$ cat config.mk
export PLATFORM = sky130hd
export DESIGN_NAME = rgp_front
export DESIGN_NICKNAME = d
export VERILOG_FILES = /design/src/sv/rgp_pkg.sv /design/src/sv/rgp_front.sv
export SDC_FILE = /design/constraint.sdc
export NUM_CORES = 1
export LEC_CHECK = 0
export BUFFER_PORTS_ARGS = -buffer_cell sky130_fd_sc_hd__buf_2
export CAP_MARGIN = 5
export CORE_ASPECT_RATIO = 2
export CORE_UTILIZATION = 51
export DETAILED_ROUTE_END_ITERATION = 8
export PLACE_DENSITY = 0.91
export SETUP_SLACK_MARGIN = 0.1
export SLEW_MARGIN = 30
export SYNTH_ARGS = -nofsm -noshare
export SYNTH_HDL_FRONTEND = slang
export SYNTH_SLANG_ARGS = --single-unit
$ cat constraint.sdc
create_clock -name clk -period 1.25 [get_ports clk]
set_clock_uncertainty 0.2 [all_clocks]
set_input_delay 0.375 -clock clk [delete_from_list [all_inputs] [get_ports clk]]
set_output_delay 0.375 -clock clk [all_outputs]
set_load 0.05 [all_outputs]
$ cat src/sv/rgp_pkg.sv
package rgp_pkg;

    // Field widths
    localparam int RANGE_BITS = 16;
    localparam int ANGLE_BITS = 16;
    localparam int INDEX_BITS = 12;
    localparam int XY_BITS    = RANGE_BITS + 1;
    localparam int CFG_W      = (RANGE_BITS > ANGLE_BITS) ? RANGE_BITS : ANGLE_BITS;

    // Configuration register indexes
    typedef enum logic [1:0] {
        REG_MIN_RANGE  = 2'd0,
        REG_MAX_RANGE  = 2'd1,
        REG_ANGLE_STEP = 2'd2,
        REG_UNUSED     = 2'd3
    } cfg_addr_t;

    // CORDIC datapath: Q2.30 with headroom, 32-bit binary angle
    localparam int CW              = 33;
    localparam int CORDIC_STEPS    = 18;
    localparam int STEPS_PER_STAGE = 2;
    localparam int CORDIC_STAGES   = CORDIC_STEPS / STEPS_PER_STAGE;
    localparam int STEP_W          = $clog2(CORDIC_STEPS);
    localparam int CORDIC_GAIN_Q30 = 652032874;
    localparam int Q15_MAX         = 32767;
    localparam int PROD_W          = XY_BITS + 16;

    localparam logic signed [CW-1:0] ATAN_TBL [CORDIC_STEPS] = '{
        CW'(536870912), CW'(316933406), CW'(167458907), CW'(85004756),
        CW'(42667331),  CW'(21354465),  CW'(10679838),  CW'(5340245),
        CW'(2670163),   CW'(1335087),   CW'(667544),    CW'(333772),
        CW'(166886),    CW'(83443),     CW'(41722),     CW'(20861),
        CW'(10430),     CW'(5215)
    };

    // Quarter turn the residual angle is referred to
    typedef enum logic [1:0] {
        QUAD_0   = 2'd0,
        QUAD_90  = 2'd1,
        QUAD_180 = 2'd2,
        QUAD_270 = 2'd3
    } quad_t;

    typedef logic signed [15:0] trig_t;

    typedef struct packed {
        logic signed [CW-1:0] x;
        logic signed [CW-1:0] y;
        logic signed [CW-1:0] z;
    } cordic_t;

    // Payload that rides along the pipeline
    typedef struct packed {
        logic [RANGE_BITS-1:0] range_mm;
        logic [INDEX_BITS-1:0] index;
    } side_t;

    // One micro-rotation toward z = 0
    function automatic cordic_t cordic_step(cordic_t v, logic [STEP_W-1:0] i);
        cordic_t              r;
        logic signed [CW-1:0] dx;
        logic signed [CW-1:0] dy;
        dx = $signed(v.y) >>> i;
        dy = $signed(v.x) >>> i;
        if (!v.z[CW-1])
        begin
            r.x = v.x - dx;
            r.y = v.y + dy;
            r.z = v.z - ATAN_TBL[i];
        end
        else
        begin
            r.x = v.x + dx;
            r.y = v.y - dy;
            r.z = v.z + ATAN_TBL[i];
        end
        return r;
    endfunction

    // Q2.30 to Q1.15, round half up, symmetric saturation
    function automatic trig_t to_q15(logic signed [CW-1:0] v);
        logic signed [CW-1:0] t;
        t = (v + CW'(16384)) >>> 15;
        if (t > CW'(Q15_MAX))
            return trig_t'(Q15_MAX);
        else if (t < -CW'(Q15_MAX))
            return -trig_t'(Q15_MAX);
        else
            return t[15:0];
    endfunction

endpackage

$ cat src/sv/rgp_front.sv
module rgp_front (
    input  logic                           clk,
    input  logic                           rst_n,
    input  logic                           adv,
    input  logic                           accept,
    input  logic [rgp_pkg::RANGE_BITS-1:0] range_mm,
    input  logic                           range_invalid,
    input  logic [rgp_pkg::INDEX_BITS-1:0] sample_index,
    input  logic [rgp_pkg::RANGE_BITS-1:0] min_range,
    input  logic [rgp_pkg::RANGE_BITS-1:0] max_range,
    input  logic [rgp_pkg::ANGLE_BITS-1:0] angle_step,
    output logic                           vld,
    output rgp_pkg::side_t                 side,
    output logic [rgp_pkg::ANGLE_BITS-1:0] angle
);
    import rgp_pkg::*;

    logic                             keep;
    logic [INDEX_BITS+ANGLE_BITS-1:0] angle_full;
    logic                             vld_reg;
    side_t                            side_reg;
    logic [ANGLE_BITS-1:0]            angle_reg;

    // Range gate; dropped samples become bubbles
    assign keep = accept && !range_invalid
                  && (range_mm >= min_range) && (range_mm <= max_range);

    // Angle = index * step, wrapping per turn
    assign angle_full = (INDEX_BITS+ANGLE_BITS)'(sample_index)
                        * (INDEX_BITS+ANGLE_BITS)'(angle_step);

    always_ff @(posedge clk or negedge rst_n)
    begin
        if (!rst_n)
            vld_reg <= 1'b0;
        else if (adv)
            vld_reg <= keep;
    end

    always_ff @(posedge clk)
    begin
        if (adv)
        begin
            side_reg.range_mm <= range_mm;
            side_reg.index    <= sample_index;
            angle_reg         <= angle_full[ANGLE_BITS-1:0];
        end
    end

    assign vld   = vld_reg;
    assign side  = side_reg;
    assign angle = angle_reg;

endmodule

======== After elaboration in Yosys (flattened, before gate mapping) ========
Index checks and enable logic that the tools add are counted.
storage, ports and cells
  register bits after elaboration ......... 45
  input port bits ......................... 81
  output and inout bits ................... 45
  word-level logic and storage cells ...... 11
cells by class
  multipliers ............................. 1
  order comparisons ....................... 2
  reductions and logical operators ........ 4
operators by type and width
  operator             number
  $ge A16 B16 Y1       1
  $le A16 B16 Y1       1
  $mul A12 B16 Y16     1
  $logic_and A1 B1 Y1  3
  $logic_not A1 Y1     1

======== Depth between registers and ports, before layout ========
  depth in word-level cells ............... 4
  depth in mapped cells ................... 19
  mapped depth without buffers ............ 18

======== Least setup slack after synthesis ========
No wires, ideal clock.
  kind .................................... in2reg
  start ................................... input port sample_index[3] in the netlist's numbering
  end ..................................... register angle_reg[15] (netlist: angle[15]), data pin
  setup time .............................. 0.260 ns
  data arrival time ....................... 4.677 ns
  required time ........................... 0.790 ns
  slack ................................... -3.886 ns
  stages on the path ...................... 17
  path buffers ............................ 1
  path through ............................ clkbuf_1 -> nand2_1 -> fa_1 -> inv_1 -> fa_1 -> inv_1 -> fa_1 -> fa_1 -> fa_1 -> inv_1 -> ha_1 -> a21o_1 -> or3_1 -> o21ai_1 -> o21a_1 -> o21ai_0 -> xnor2_1
on the way
  cells in the longest elaborated chain, start to end .. 1
ends and longest elaborated chain
  item                  line             source
  start, declared       rgp_front.sv:8   input logic [rgp_pkg::INDEX_BITS-1:0] sample_index,
  $mul A12 B16 Y16      rgp_front.sv:30  * (INDEX_BITS+ANGLE_BITS)'(angle_step);
  via angle_full[15]    rgp_front.sv:19  logic [INDEX_BITS+ANGLE_BITS-1:0] angle_full;
  end signal, assigned  rgp_front.sv:46  angle_reg <= angle_full[ANGLE_BITS-1:0];
  end, declared         rgp_front.sv:22  logic [ANGLE_BITS-1:0] angle_reg;
The timed path passes the listed nets, and every way through them passes these cells.
A chain may end at the register's enable or synchronous reset.

======== Worst setup path after layout ========
  start ................................... input port sample_index[7] in the netlist's numbering
  end ..................................... register angle_reg[15] (netlist: angle[15]), data pin
Same word-level chain as after synthesis.

==> results.md <==
* Outcome: finished, violations left
* Violated checks: negative setup slack
* Min cycle time layout at ~4.7 ns
* Max Freq at roughly 210 MHz
* First-pass GRT wire length at 30,200 microns
* TritonCTS sink count at 45
* Combinational power share at 0.784
* Hold Crit Class: input port to flip-flop
* Clock Pin Slew Worst Setup and Hold Paths at about 0.070 ns
* Worst path required time at between 1 and 1.5 ns
* DRC violations left at 0
* CP Class: input port to flip-flop
* Crit path DAT at between 4 and 5 ns
* Critical Path Max Stage Delay at roughly 0.55 ns
* Share of the synthesized area in the top cell type at 0.278
* Final core utilization at 0.790
* Synth Warn # at 0
* Post-DRT Antenna Nets at 0
* Core area at between 0.01 and 0.015 sq mm
* Sum Neg Setup Slack at -43.80 ns
* Area growth from synthesis to layout at 51.1%
* Clock share of power at 0.077
* Maximum vdd drop at between 0.0015 and 0.002 V
* Fin crit share at 3.77
* Asr flop ratio synth at 0.0222
* DRT iter0 DRCs at 342
* Post-synthesis sequential area ratio at 0.237
* Vias in the first global route at 6,131
* Slew headroom at 0.613
* CP cell instances: buf_2 > buf_4 > buf_6 > nand2_1 > fa_1 > inv_1 > ha_1 > inv_1 > fa_1 > fa_1 > fa_1 > inv_2 > ha_4 > a21o_1 > or3_4 > o21ai_4 > o21a_1 > o21ai_2 > xnor2_1
* WL/cell at ~22 microns
* Net count after synthesis at just over 800
* Initial Util at 0.523
* Synth cell types at 35
* Critical Path End Type: flip-flop
* Most used DFF post-synth: edfxtp_1
* CP Capture Point: angle[15]
* Max Cap Viol at 0
* Antenna diodes at 0
* Worst slew pin tran at 0.576 ns
* Clock Tree Buf Depth at 2
* Vias per inst at 5.61
* Worst Setup Start Kind: input port
* Avg Cell Area, Syn at 9.54 sq um
* Via count at ~5,400
* Total Routing Usage GR at 0.357
* Gpl congestion at 1.05
* Int Pwr at slightly above 0.01 W
* Largest net degree at the start of global routing at 25
* Reg-to-reg setup timing slack at -0.24 ns
* Leakage at ~4.2 nW
* Worst-path maximum fanout at 5
* FF-to-FF path depth at 5
* Final worst slack at -3.46 ns
* Grt ovf at 0
* Number of port buffers at 125
* Commonest non-fill, non-tap cell in the layout: inv_1
* Psw at around 0.008 W
* Io pins at 126
* Die Width at 76.7 microns
* H-tree levels at 2
* Share of cells above drive strength 1 at 0.448
* CTS buffer count at 5
* Initial antenna violation count at 0
* Ranking of synthesized cells by area: fa_1, edfxtp_1, ha_1, inv_1, nand2_1
* Crit Reg-Reg Startpoint: vld
* Number of iterations in the first detailed-routing pass at 5
* WL final at roughly 21,000 microns
* Placed Area at 0.00733 sq mm
* Post-Syn Area at around 0.0057 sq mm
* Final Hold Fails at 0
* Leading area contributor after synthesis: fa_1
* Max Transition Viols Final at 0
* Power Density at about 2100 mW/mm^2
* Sw frac at 0.441
* CP startpoint: sample_index[7]
* Final setup violation count at 60
* Flop pwr share at 0.138
* Most frequent cells in the layout: inv_1, buf_6, nand2_1
* Row count at 54
* CTS tree: done
* CTS Root Cell: clkbuf_16
* EDFF count, synth at 44
* Layout Nets at roughly 1,000
* Design area at around 0.0086 sq mm
* Max FFs per register at 28
* Skew-Pair Late Insertion Delay at between 0.2 and 0.3 ns
* Critical R2R Capture: vld
* RSZ-0062 raised after global routing: yes
* Chip height at approximately 150 microns
* Critical Path Most Common Cell: fa_1
* DIE AREA at roughly 0.012 sq mm
* Placed wire-length estimate at 13,700 microns
* FF+latch count, synth at 45
* Synthesized instance count at a little under 600
* Worst path slowest cell: fa_1
logic make-up (layout without fill, tap and decap cells):
family | Yosys count | after routing | synth area share
buffers and inverters | 168 | 389 | 0.111
xor gates and xnor gates | 29 | 29 | 0.0447
and+or+nand+nor | 162 | 162 | 0.132
AOI/OAI and AO/OA | 48 | 48 | 0.0546
adders and majority gates | 144 | 144 | 0.421
DFF | 45 | 45 | 0.237
stage by stage:
| stage | hold slack, ns | total power [W] | setup WS [ns] | cells |
|---|---|---|---|---|
| global placement | -0.0486 | 0.0135 | -3.82 | 934 |
| CTS | 0.0684 | 0.0167 | -3.46 | 951 |
| detailed placement | -0.0480 | 0.0140 | -3.88 | 934 |
| finish | 0.0692 | 0.0182 | -3.46 | 957 |
| global route | 0.0671 | 0.0193 | -3.57 | 957 |
| floorplan | -0.121 | 0.0103 | -3.52 | 596 |
worst min path at each step:
| stage | startpoint | to | slack [ns] | depth (start not counted) |
|---|---|---|---|---|
| 6_report | range_mm[11] | side[23] | 0.07 | 1 |
| 3_3_place_gp | rst_n | vld | -0.05 | 1 |
| 5_1_grt | range_mm[11] | side[23] | 0.07 | 1 |
| 3_5_place_dp | rst_n | vld | -0.05 | 1 |
| 2_1_floorplan | rst_n | vld | -0.12 | 0 |
| 4_1_cts | range_mm[11] | side[23] | 0.07 | 1 |
cells in the mapped netlist (2+ instances only):
library cell  number
a21o_1            10
a21oi_1           14
a31oi_1            2
and2_1            29
and2_2             4
buf_2              2
clkbuf_1          14
edfxtp_1          44
fa_1              79
ha_1              65
inv_1            152
nand2_1           99
nand3_1            2
nand4_1            5
nor2_1             7
nor2b_1            6
nor3_1             3
o211ai_1           2
o21a_1             6
o21ai_0            7
or3_1              3
xnor2_1           24
xor2_1             5
final cells by class:
class                           instances  area, sq um
Clock buffer                            5          125
Inverter                              152          588
Sequential cell                        45         1350
Clock inverter                          3         21.3
Multi-Input combinational cell        383         4320
Timing Repair Buffer                  229         2020
Tap cell                              140          175
Fill cell                             602         2290
power groups by stage:
stage / clock (W) / combinational, W / sequential (W)
after floorplan: 0 / 0.00682 / 0.00349
after global placement: 0 / 0.0111 / 0.00245
final: 0.00140 / 0.0142 / 0.00251
after CTS: 0.00140 / 0.0128 / 0.00251
after global routing: 0.00144 / 0.0153 / 0.00254
after detailed placement: 0 / 0.0116 / 0.00247
routing by layer:
| metal | vias to the layer above | global-route usage | share of wire | wire length (microns) |
|---|---|---|---|---|
| li1 | 2263 | - | - | - |
| met1 | 2518 | 0.277 | 0.27 | 5600 |
| met2 | 406 | 0.672 | 0.54 | 11300 |
| met3 | 185 | 0.0855 | 0.071 | 1490 |
| met4 | 0 | 0.384 | 0.12 | 2550 |
| met5 | - | 0 | 0 | 0 |
critical path: cells and delay by family:
family / cells / cell delay (ns)
fa+ha+maj: 6 / 2.54
simple gates: 2 / 0.41
compound gates: 4 / 0.62
xor+xnor: 1 / 0.13
buf+inv: 6 / 0.51
timing repair:
action	in CTS	in global routing
setup buffers	8	8
pin swaps	54	54
endpoints found under the hold margin	1	0
hold buffers	1	0
endpoints found under the setup margin	61	61
gates resized for setup	208	71
(Power assumes the default switching activity.)
