$ cat src/sv/rgp_pkg.sv
package rgp_pkg;

    // Field widths
    localparam int RANGE_BITS = 16;
    localparam int ANGLE_BITS = 16;
    localparam int INDEX_BITS = 12;
    localparam int XY_BITS    = RANGE_BITS + 1;
    localparam int CFG_W      = (RANGE_BITS > ANGLE_BITS) ? RANGE_BITS : ANGLE_BITS;

    // Configuration register indexes
    typedef enum logic [1:0] {
        REG_MIN_RANGE  = 2'd0,
        REG_MAX_RANGE  = 2'd1,
        REG_ANGLE_STEP = 2'd2,
        REG_UNUSED     = 2'd3
    } cfg_addr_t;

    // CORDIC datapath: Q2.30 with headroom, 32-bit binary angle
    localparam int CW              = 33;
    localparam int CORDIC_STEPS    = 18;
    localparam int STEPS_PER_STAGE = 2;
    localparam int CORDIC_STAGES   = CORDIC_STEPS / STEPS_PER_STAGE;
    localparam int STEP_W          = $clog2(CORDIC_STEPS);
    localparam int CORDIC_GAIN_Q30 = 652032874;
    localparam int Q15_MAX         = 32767;
    localparam int PROD_W          = XY_BITS + 16;

    localparam logic signed [CW-1:0] ATAN_TBL [CORDIC_STEPS] = '{
        CW'(536870912), CW'(316933406), CW'(167458907), CW'(85004756),
        CW'(42667331),  CW'(21354465),  CW'(10679838),  CW'(5340245),
        CW'(2670163),   CW'(1335087),   CW'(667544),    CW'(333772),
        CW'(166886),    CW'(83443),     CW'(41722),     CW'(20861),
        CW'(10430),     CW'(5215)
    };

    // Quarter turn the residual angle is referred to
    typedef enum logic [1:0] {
        QUAD_0   = 2'd0,
        QUAD_90  = 2'd1,
        QUAD_180 = 2'd2,
        QUAD_270 = 2'd3
    } quad_t;

    typedef logic signed [15:0] trig_t;

    typedef struct packed {
        logic signed [CW-1:0] x;
        logic signed [CW-1:0] y;
        logic signed [CW-1:0] z;
    } cordic_t;

    // Payload that rides along the pipeline
    typedef struct packed {
        logic [RANGE_BITS-1:0] range_mm;
        logic [INDEX_BITS-1:0] index;
    } side_t;

    // One micro-rotation toward z = 0
    function automatic cordic_t cordic_step(cordic_t v, logic [STEP_W-1:0] i);
        cordic_t              r;
        logic signed [CW-1:0] dx;
        logic signed [CW-1:0] dy;
        dx = $signed(v.y) >>> i;
        dy = $signed(v.x) >>> i;
        if (!v.z[CW-1])
        begin
            r.x = v.x - dx;
            r.y = v.y + dy;
            r.z = v.z - ATAN_TBL[i];
        end
        else
        begin
            r.x = v.x + dx;
            r.y = v.y - dy;
            r.z = v.z + ATAN_TBL[i];
        end
        return r;
    endfunction

    // Q2.30 to Q1.15, round half up, symmetric saturation
    function automatic trig_t to_q15(logic signed [CW-1:0] v);
        logic signed [CW-1:0] t;
        t = (v + CW'(16384)) >>> 15;
        if (t > CW'(Q15_MAX))
            return trig_t'(Q15_MAX);
        else if (t < -CW'(Q15_MAX))
            return -trig_t'(Q15_MAX);
        else
            return t[15:0];
    endfunction

endpackage

$ cat src/sv/rgp_scale.sv
module rgp_scale (
    input  logic                                clk,
    input  logic                                rst_n,
    input  logic                                adv,
    input  logic                                vld_in,
    input  rgp_pkg::side_t                      side_in,
    input  rgp_pkg::trig_t                      cos_q15,
    input  rgp_pkg::trig_t                      sin_q15,
    output logic                                vld_out,
    output logic signed [rgp_pkg::XY_BITS-1:0]  x_mm,
    output logic signed [rgp_pkg::XY_BITS-1:0]  y_mm,
    output logic [rgp_pkg::INDEX_BITS-1:0]      index
);
    import rgp_pkg::*;

    logic signed [XY_BITS-1:0] r_s;
    logic signed [PROD_W-1:0]  px_next;
    logic signed [PROD_W-1:0]  py_next;
    logic signed [PROD_W-1:0]  px_reg;
    logic signed [PROD_W-1:0]  py_reg;
    logic signed [PROD_W-1:0]  rx;
    logic signed [PROD_W-1:0]  ry;
    logic                      vld_reg;
    logic [INDEX_BITS-1:0]     index_reg;

    // Range times cosine and sine
    assign r_s     = $signed({1'b0, side_in.range_mm});
    assign px_next = PROD_W'(r_s) * PROD_W'(cos_q15);
    assign py_next = PROD_W'(r_s) * PROD_W'(sin_q15);

    always_ff @(posedge clk or negedge rst_n)
    begin
        if (!rst_n)
            vld_reg <= 1'b0;
        else if (adv)
            vld_reg <= vld_in;
    end

    always_ff @(posedge clk)
    begin
        if (adv)
        begin
            px_reg    <= px_next;
            py_reg    <= py_next;
            index_reg <= side_in.index;
        end
    end

    // Round half up to whole millimetres
    assign rx = (px_reg + PROD_W'(16384)) >>> 15;
    assign ry = (py_reg + PROD_W'(16384)) >>> 15;

    assign vld_out = vld_reg;
    assign x_mm    = rx[XY_BITS-1:0];
    assign y_mm    = ry[XY_BITS-1:0];
    assign index   = index_reg;

endmodule

$ cat config.mk
export PLATFORM = sky130hd
export DESIGN_NAME = rgp_scale
export DESIGN_NICKNAME = d
export VERILOG_FILES = /design/src/sv/rgp_pkg.sv /design/src/sv/rgp_scale.sv
export SDC_FILE = /design/constraint.sdc
export NUM_CORES = 1
export LEC_CHECK = 0
export ABC_AREA = 1
export BUFFER_PORTS_ARGS = -buffer_cell sky130_fd_sc_hd__buf_2
export CORE_MARGIN = 8
export CORE_UTILIZATION = 60
export DETAILED_ROUTE_END_ITERATION = 12
export GPL_TIMING_DRIVEN = 0
export HOLD_SLACK_MARGIN = 0.02
export PLACE_DENSITY = 0.78
export SYNTH_ARGS = -nofsm -noshare
export SYNTH_HDL_FRONTEND = slang
export SYNTH_SLANG_ARGS = --single-unit
$ cat constraint.sdc
create_clock -name clk -period 5.5 [get_ports clk]
set_input_delay 1.375 -clock clk [delete_from_list [all_inputs] [get_ports clk]]
set_output_delay 1.375 -clock clk [all_outputs]
set_load 0.03 [all_outputs]
### After elaboration in Yosys (flattened, before gate mapping)

Index checks and enable logic that the tools add are counted.

* add/sub/neg operators: 2
* $mul: 2
* divide/modulo/power cells: 0
* $lt $le $gt $ge: 0
* equality and inequality tests: 0
* shift-type cells: 0
* mux-type cells: 0
* bitwise logic cells: 0
* reduce and logical (&&, ||, !) cells: 0

Operators by type and width (number)
* $add 32x16->32 const B: 2
* $mul 17x16->32: 2

* flip-flop bits (word level): 77
* bits in latches: 0
* bits in writable memories: 0
* memory bits (read-only): 0
* input bits: 64
* memories: 0

### Depth between registers and ports, before layout

Gate-level depths: netlist of the first run.

* depth in word-level cells: 1
* gate-level depth with buffers: 25
* depth with buffers taken out: 23

### Worst setup path before layout of the first run

OpenSTA, ideal clock, no wires.

* kind: input to register
* start point: in sin_q15[7]
* end point: reg py_reg[27] (data pin)
* library setup time: 252 ps
* data arrival time: 6212 ps
* data required time: 5248 ps
* setup slack: -964 ps
* stages on the path: 23
* buffers on the path: 2
* cell sequence: clkbuf_1 > clkbuf_1 > nand2_1 > fa_1 > inv_1 > fa_1 > inv_1 > fa_1 > inv_1 > fa_1 > fa_1 > inv_1 > fa_1 > inv_1 > ha_1 > a21oi_1 > o21ai_0 > a21oi_1 > nor2_1 > nor2_1 > nand2_1 > nand2_1 > nand2_1

* longest elaborated chain between the ends: 1

RTL lines
* from (decl): RTL line rgp_scale.sv:8 `input rgp_pkg::trig_t sin_q15,`
* $mul 17x16->32: RTL line rgp_scale.sv:29 `assign py_next = PROD_W'(r_s) * PROD_W'(sin_q15);`
* via py_next[27]: RTL line rgp_scale.sv:18 `logic signed [PROD_W-1:0] py_next;`
* to (signal assigned): RTL line rgp_scale.sv:44 `py_reg <= py_next;`
* to (decl): RTL line rgp_scale.sv:20 `logic signed [PROD_W-1:0] py_reg;`

The timed path passes the listed nets, and every way through them passes these cells.
A chain may end at the register's enable or synchronous reset.

### Worst setup path after layout of the first run

* start point: in side_in[17] (netlist name)
* end point: reg py_reg[15] (data pin)

* longest elaborated chain between the ends: 1

RTL lines
* from (decl): RTL line rgp_scale.sv:6 `input rgp_pkg::side_t side_in,`
* $mul 17x16->32: RTL line rgp_scale.sv:29
* via py_next[15]: RTL line rgp_scale.sv:18

The timed path passes the listed nets, and every way through them passes these cells.

==> results_dict.tcl, run 1 <==
set metrics [dict create \
    nets 3631 \
    yosysTopAreaCell "fa_1" \
    ys_warn_count 0 \
    yosys-mux-area-fraction_pct 0.0552 \
    hold_path_class "reg -> reg" \
    cp_slowest_cell "fa_1" \
    grt_antenna_before_repair 1 \
    num-fill-cells 2062 \
    synth_top_area_share_pct 37.9 \
    max_cap_violations 0 \
    vias 19588 \
    async_reset_ff_share_pct 2.04 \
    ctsHoldBuffers 0 \
    die-height_um 200 \
    insertedDiodeCount 0 \
    seq_area_um2 1470 \
    root_buffer "clkbuf_16" \
    first_pass_iters 8 \
    setup.worst_path.start "side_in[17]" \
    drt_iter0_markers 1618 \
    finClkSkew_ns 0 \
    yosys.area_share.xor_xnor_pct 2.15 \
    cts_sinks 49 \
    io_pins 111 \
    synthFlopType "edfxtp_1" \
    setup_viol 36 \
    grt_overflow 0 \
    rrSetupSlack_ns 4.76 \
    rr_startpoint "vld_out" \
    drive_gt1_share_pct 26.0 \
    cp_common_cell "fa_1" \
    crit_path_max_fanout 5 \
    finalMaxSlewViolations 0 \
    wl_per_cell_um 22.4 \
    crit_family "adder cells" \
    worstHoldStart "vld_out" \
    start_util_pct 60.8 \
    syn_inst 2700 \
    synthesis.nets 3380 \
    synthToLayoutAreaGrowth_pct 30.5 \
    multiInputGateArea_um2 17400 \
    min_period_over_period_pct 116 \
    setup_slack_ns -0.863 \
    yosys.area_share.simple_pct 19.1 \
    avgSynthCellArea_um2 7.55 \
    dp_hpwl_um 50200 \
    cts.path.max_buffers 2 \
    port_buffers 84 \
    final_antenna_net_count 0 \
    route.detailed.drc 0 \
    clkTransAtPathRegs_ns 0.07 \
    critical_path_required_ns 5.57 \
    ys_ff_latch 49 \
    synth_area_leaders "fa_1, inv_1, ha_1" \
    path_cells "buf_12, clkbuf_16, nand2_1, inv_2, fa_1, inv_1, fa_1, fa_2, fa_1, inv_2, fa_1, fa_1, ha_4, nand2_4, nor2_4, buf_4, a21oi_2, nand2_2, buf_4, xor2_1" \
    tightest_slew_ns 1.17 \
    fp.dieW_um 200 \
    cp-end-kind "flop" \
    grt_pass1_wl_um 112000 \
    synth-edff-count 48 \
    outcome "finished with violations" \
    vias_per_cell 5.76 \
    ys_seq_area_share_pct 7.19 \
    clk_latency_ns 0.33 \
    violations "negative setup slack" \
    track_usage_pct 35.8 \
    min_period_ns 6.36 \
    synth_top_family_by_area "adder cells" \
    layout_common_cells "inv_1, nand2_1, fa_1" \
    rsz0062_at_grt "true" \
    synth_area_um2 20400 \
    hold_slack_ns 0.514 \
    worstSetupPathType "in -> reg" \
    final_common_cell "inv_1" \
    cts_buffers 5 \
    ys_types 33 \
    relSlewSlack_pct 22.1 \
    design.die.area_um2 40100 \
    critPathArrivalTime_ns 6.43 \
    max_freq_ghz 0.157 \
    synth_compound_area_share_pct 3.09 \
    rows 67 \
    post_synth_fa_ha_maj_area_fraction_pct 52.0 \
    core_um2 33500 \
    routabilityCongestion 0.960 \
    hold_violations 0 \
    grt_pass1_vias 21032 \
    grt_max_degree 50 \
    startpoint_type "input port" \
    totalWireLength_um 76200 \
    worst-path-buf-inv 7 \
    slowest_delay_ns 0.57 \
    h-tree-depth 2 \
    cts_tree "done" \
]
repair_timing:
action | 4_1_cts | 5_1_grt
setup endpoints to repair | 36 | 36
gates cloned | 8 | 0
pin swaps | 198 | 100
buffers inserted | 129 | 23
gates resized for setup | 530 | 154
cell type report:
cell class | instances | share of cell area (%)
Buffer | 106 | 7.70
Sequential cell | 49 | 5.51
Tap cell | 448 | 2.11
Timing Repair Buffer | 244 | 7.44
Clock inverter | 3 | 0.0799
Clock buffer | 5 | 0.470
Inverter | 787 | 11.2
Multi-Input combinational cell | 1758 | 65.5
worst paths after layout:
path / to / cells after the start
max: py_reg[15] / 20
min: vld_out / 1
max reg2reg: vld_out / 1
min reg2reg: vld_out / 1
max in group asynchronous: vld_out / 1
min in group asynchronous: vld_out / 1
routing by layer:
metal	GRT usage, %	share of wire [%]	up-vias
met4	29.5	11	4
met2	60.3	46	1384
met5	0	0.094	-
met1	37.3	31	9325
met3	9.38	12	604
li1	-	-	8271
per-stage QoR:
step / cells / util (%) / cell area, µm² / setup TNS [ns] / worst slack (ns)
after floorplan: 2700 / - / 21400 / -17.02 / -0.598
after global placement: 3232 / 66.6 / 22300 / -50.20 / -1.60
after detailed placement: 3232 / 66.6 / 22300 / -52.54 / -1.69
after CTS: 3377 / 77.2 / 25900 / -16.58 / -0.574
after global routing: 3400 / 79.3 / 26600 / -29.91 / -0.930
final: 3400 / 79.3 / 26600 / -26.54 / -0.863
cell usage after synthesis (2+ instances only):
cell type,number
inv_1,787
nand2_1,744
fa_1,386
ha_1,230
nor2_1,113
clkbuf_1,100
a21oi_1,66
nand3_1,58
edfxtp_1,48
o21ai_0,39
xor2_1,28
nor3_1,22
xnor2_1,22
nand4_1,7
a21o_1,6
nand3_2,6
buf_1,5
nor2_2,4
nor4_1,4
or2_2,4
nor2_4,3
o21ai_1,3
o21bai_1,3
nor3_2,2
o21a_1,2
logic make-up after synthesis:
| kind of cell | Yosys count |
|---|---|
| XOR/XNOR | 50 |
| buffers and inverters | 893 |
| AO/OA/AOI/OAI | 120 |
| adder cells (fa/ha/maj) | 616 |
| AND/OR/NAND/NOR | 971 |
| flip-flops | 49 |
| multiplexers | 1 |
Power of run 1 is not shown: default switching activity piles up to over one toggle a cycle in this logic, so the estimate is an artifact.
==> run 2, diff against run 1 <==
==> constraint.sdc (replaced) <==
create_clock -name clk -period 7.4 [get_ports clk]
set_input_delay 1.85 -clock clk [delete_from_list [all_inputs] [get_ports clk]]
set_output_delay 1.85 -clock clk [all_outputs]
set_load 0.03 [all_outputs]
==> run 2 against run 1 <==
  * The flow now finishes without violations
  * Critical path depth stayed put
  * Design area down 19%
  * Die area did not move
  * Wire length decreased by 24%
  * Global-route usage decreased by 6.5 points
  * Hold slack barely moved
  * Sequential share of layout area up 1.3 points
  * Clock skew is the same
  * Count of clock-buffer cells in the layout did not move
==> results_dict.tcl, run 2 (synthesis gave the netlist of run 1 again) <==
set metrics [dict create \
    path_cells "buf_2, buf_2, nor2_1, fa_1, fa_1, fa_1, fa_1, fa_1, inv_1, fa_1, inv_1, ha_1, a21oi_1, o21ai_0, a21oi_1, nor2_1, nor2_1, nand2_1, nand2_1, nand2_1" \
    drt_iter0_markers 859 \
    pre_cts_ws_ns -0.907 \
    wl_per_cell_um 17.8 \
    clkTransAtPathRegs_ns 0.08 \
    cts_tree "done" \
    cp_slowest_cell "fa_1" \
    slowest_delay_ns 0.54 \
    totalWireLength_um 57600 \
    multiInputGateArea_um2 15600 \
    crit_path_max_fanout 12 \
    vias_per_cell 5.30 \
    num-fill-cells 2911 \
    insertedDiodeCount 0 \
    crit_family "adder cells" \
    nets 3465 \
    final_antenna_net_count 0 \
    cp_common_cell "fa_1" \
    h-tree-depth 2 \
    core_um2 33500 \
    min_period_over_period_pct 97.7 \
    cts_buffers 5 \
    startpoint_type "input port" \
    first_pass_iters 5 \
    grt_max_degree 50 \
    tns_ns 0 \
    critical_path_required_ns 7.49 \
    finClkSkew_ns 0 \
    post-route-util_pct 64.6 \
    worstSetupPathType "in -> reg" \
    io_pins 111 \
    relSlewSlack_pct 25.6 \
    fp.dieW_um 200 \
    finalMaxSlewViolations 0 \
    clk_latency_ns 0.33 \
    outcome "completed" \
    layout_common_cells "inv_1, nand2_1, fa_1" \
    grt_overflow 0 \
    drive_gt1_share_pct 7.32 \
    rows 67 \
    min_period_ns 7.23 \
    die-height_um 200 \
    grt_antenna_before_repair 0 \
    grt_pass1_vias 18566 \
    grt_pass1_wl_um 93400 \
    synthToLayoutAreaGrowth_pct 6.23 \
    design.die.area_um2 40100 \
    tightest_slew_ns 1.12 \
    seq_area_um2 1470 \
    start_util_pct 60.8 \
    setup_viol 0 \
    hold_violations 0 \
    dp_hpwl_um 49400 \
    rrSetupSlack_ns 6.66 \
    max_freq_ghz 0.138 \
    ctsHoldBuffers 0 \
    track_usage_pct 29.3 \
    root_buffer "clkbuf_16" \
    routabilityCongestion 0.991 \
    cp-end-kind "flop" \
    final_common_cell "inv_1" \
    port_buffers 84 \
    setup_slack_ns 0.169 \
    postCtsSetupBuffers 0 \
    critPathArrivalTime_ns 7.32 \
    rsz0062_at_grt "false" \
    vias 17133 \
    hold_slack_ns 0.514 \
    max_cap_violations 0 \
    cts_sinks 49 \
    worst-path-buf-inv 4 \
    cts.path.max_buffers 2 \
    route.detailed.drc 0 \
    hold_path_class "reg -> reg" \
]
## run 2: repair_timing
action,CTS,global route
cloned,0,0
gates resized for setup,34,128
endpoints found under the setup margin,34,30
## run 2: worst paths after layout
check	from	to	cells after the start
max	side_in[13]	py_reg[29]	20
min	vld_out	vld_out	1
max reg2reg	vld_out	vld_out	1
min reg2reg	vld_out	vld_out	1
max in group asynchronous	rst_n	vld_out	1
min in group asynchronous	rst_n	vld_out	1
## run 2: area by class of cell
type	instances	share of cell area, %
clock inverter	3	0.220
buffer	100	2.28
multi-input combinational	1758	72.0
timing repair buffer	84	1.95
clock buffer	5	0.578
tap	448	2.59
inverter	787	13.6
sequential	49	6.77
## run 2: metal layers
layer / routed length (µm) / up-vias / GRT usage [%] / share of wire [%]
li1: - / 7939 / - / -
met1: 20100 / 8212 / 31.6 / 35
met2: 28900 / 740 / 52.5 / 50
met3: 3900 / 242 / 4.20 / 6.8
met4: 4750 / 0 / 20.3 / 8.2
met5: 0 / - / 0 / 0
## run 2: metrics by stage
step                instance area (µm²)  instances
finish                            21700       3234
global route                      21700       3234
CTS                               21600       3237
detailed placement                21400       3232
global placement                  21400       3232
floorplan                         20400       2700
Power of run 2 is left out for the same reason.
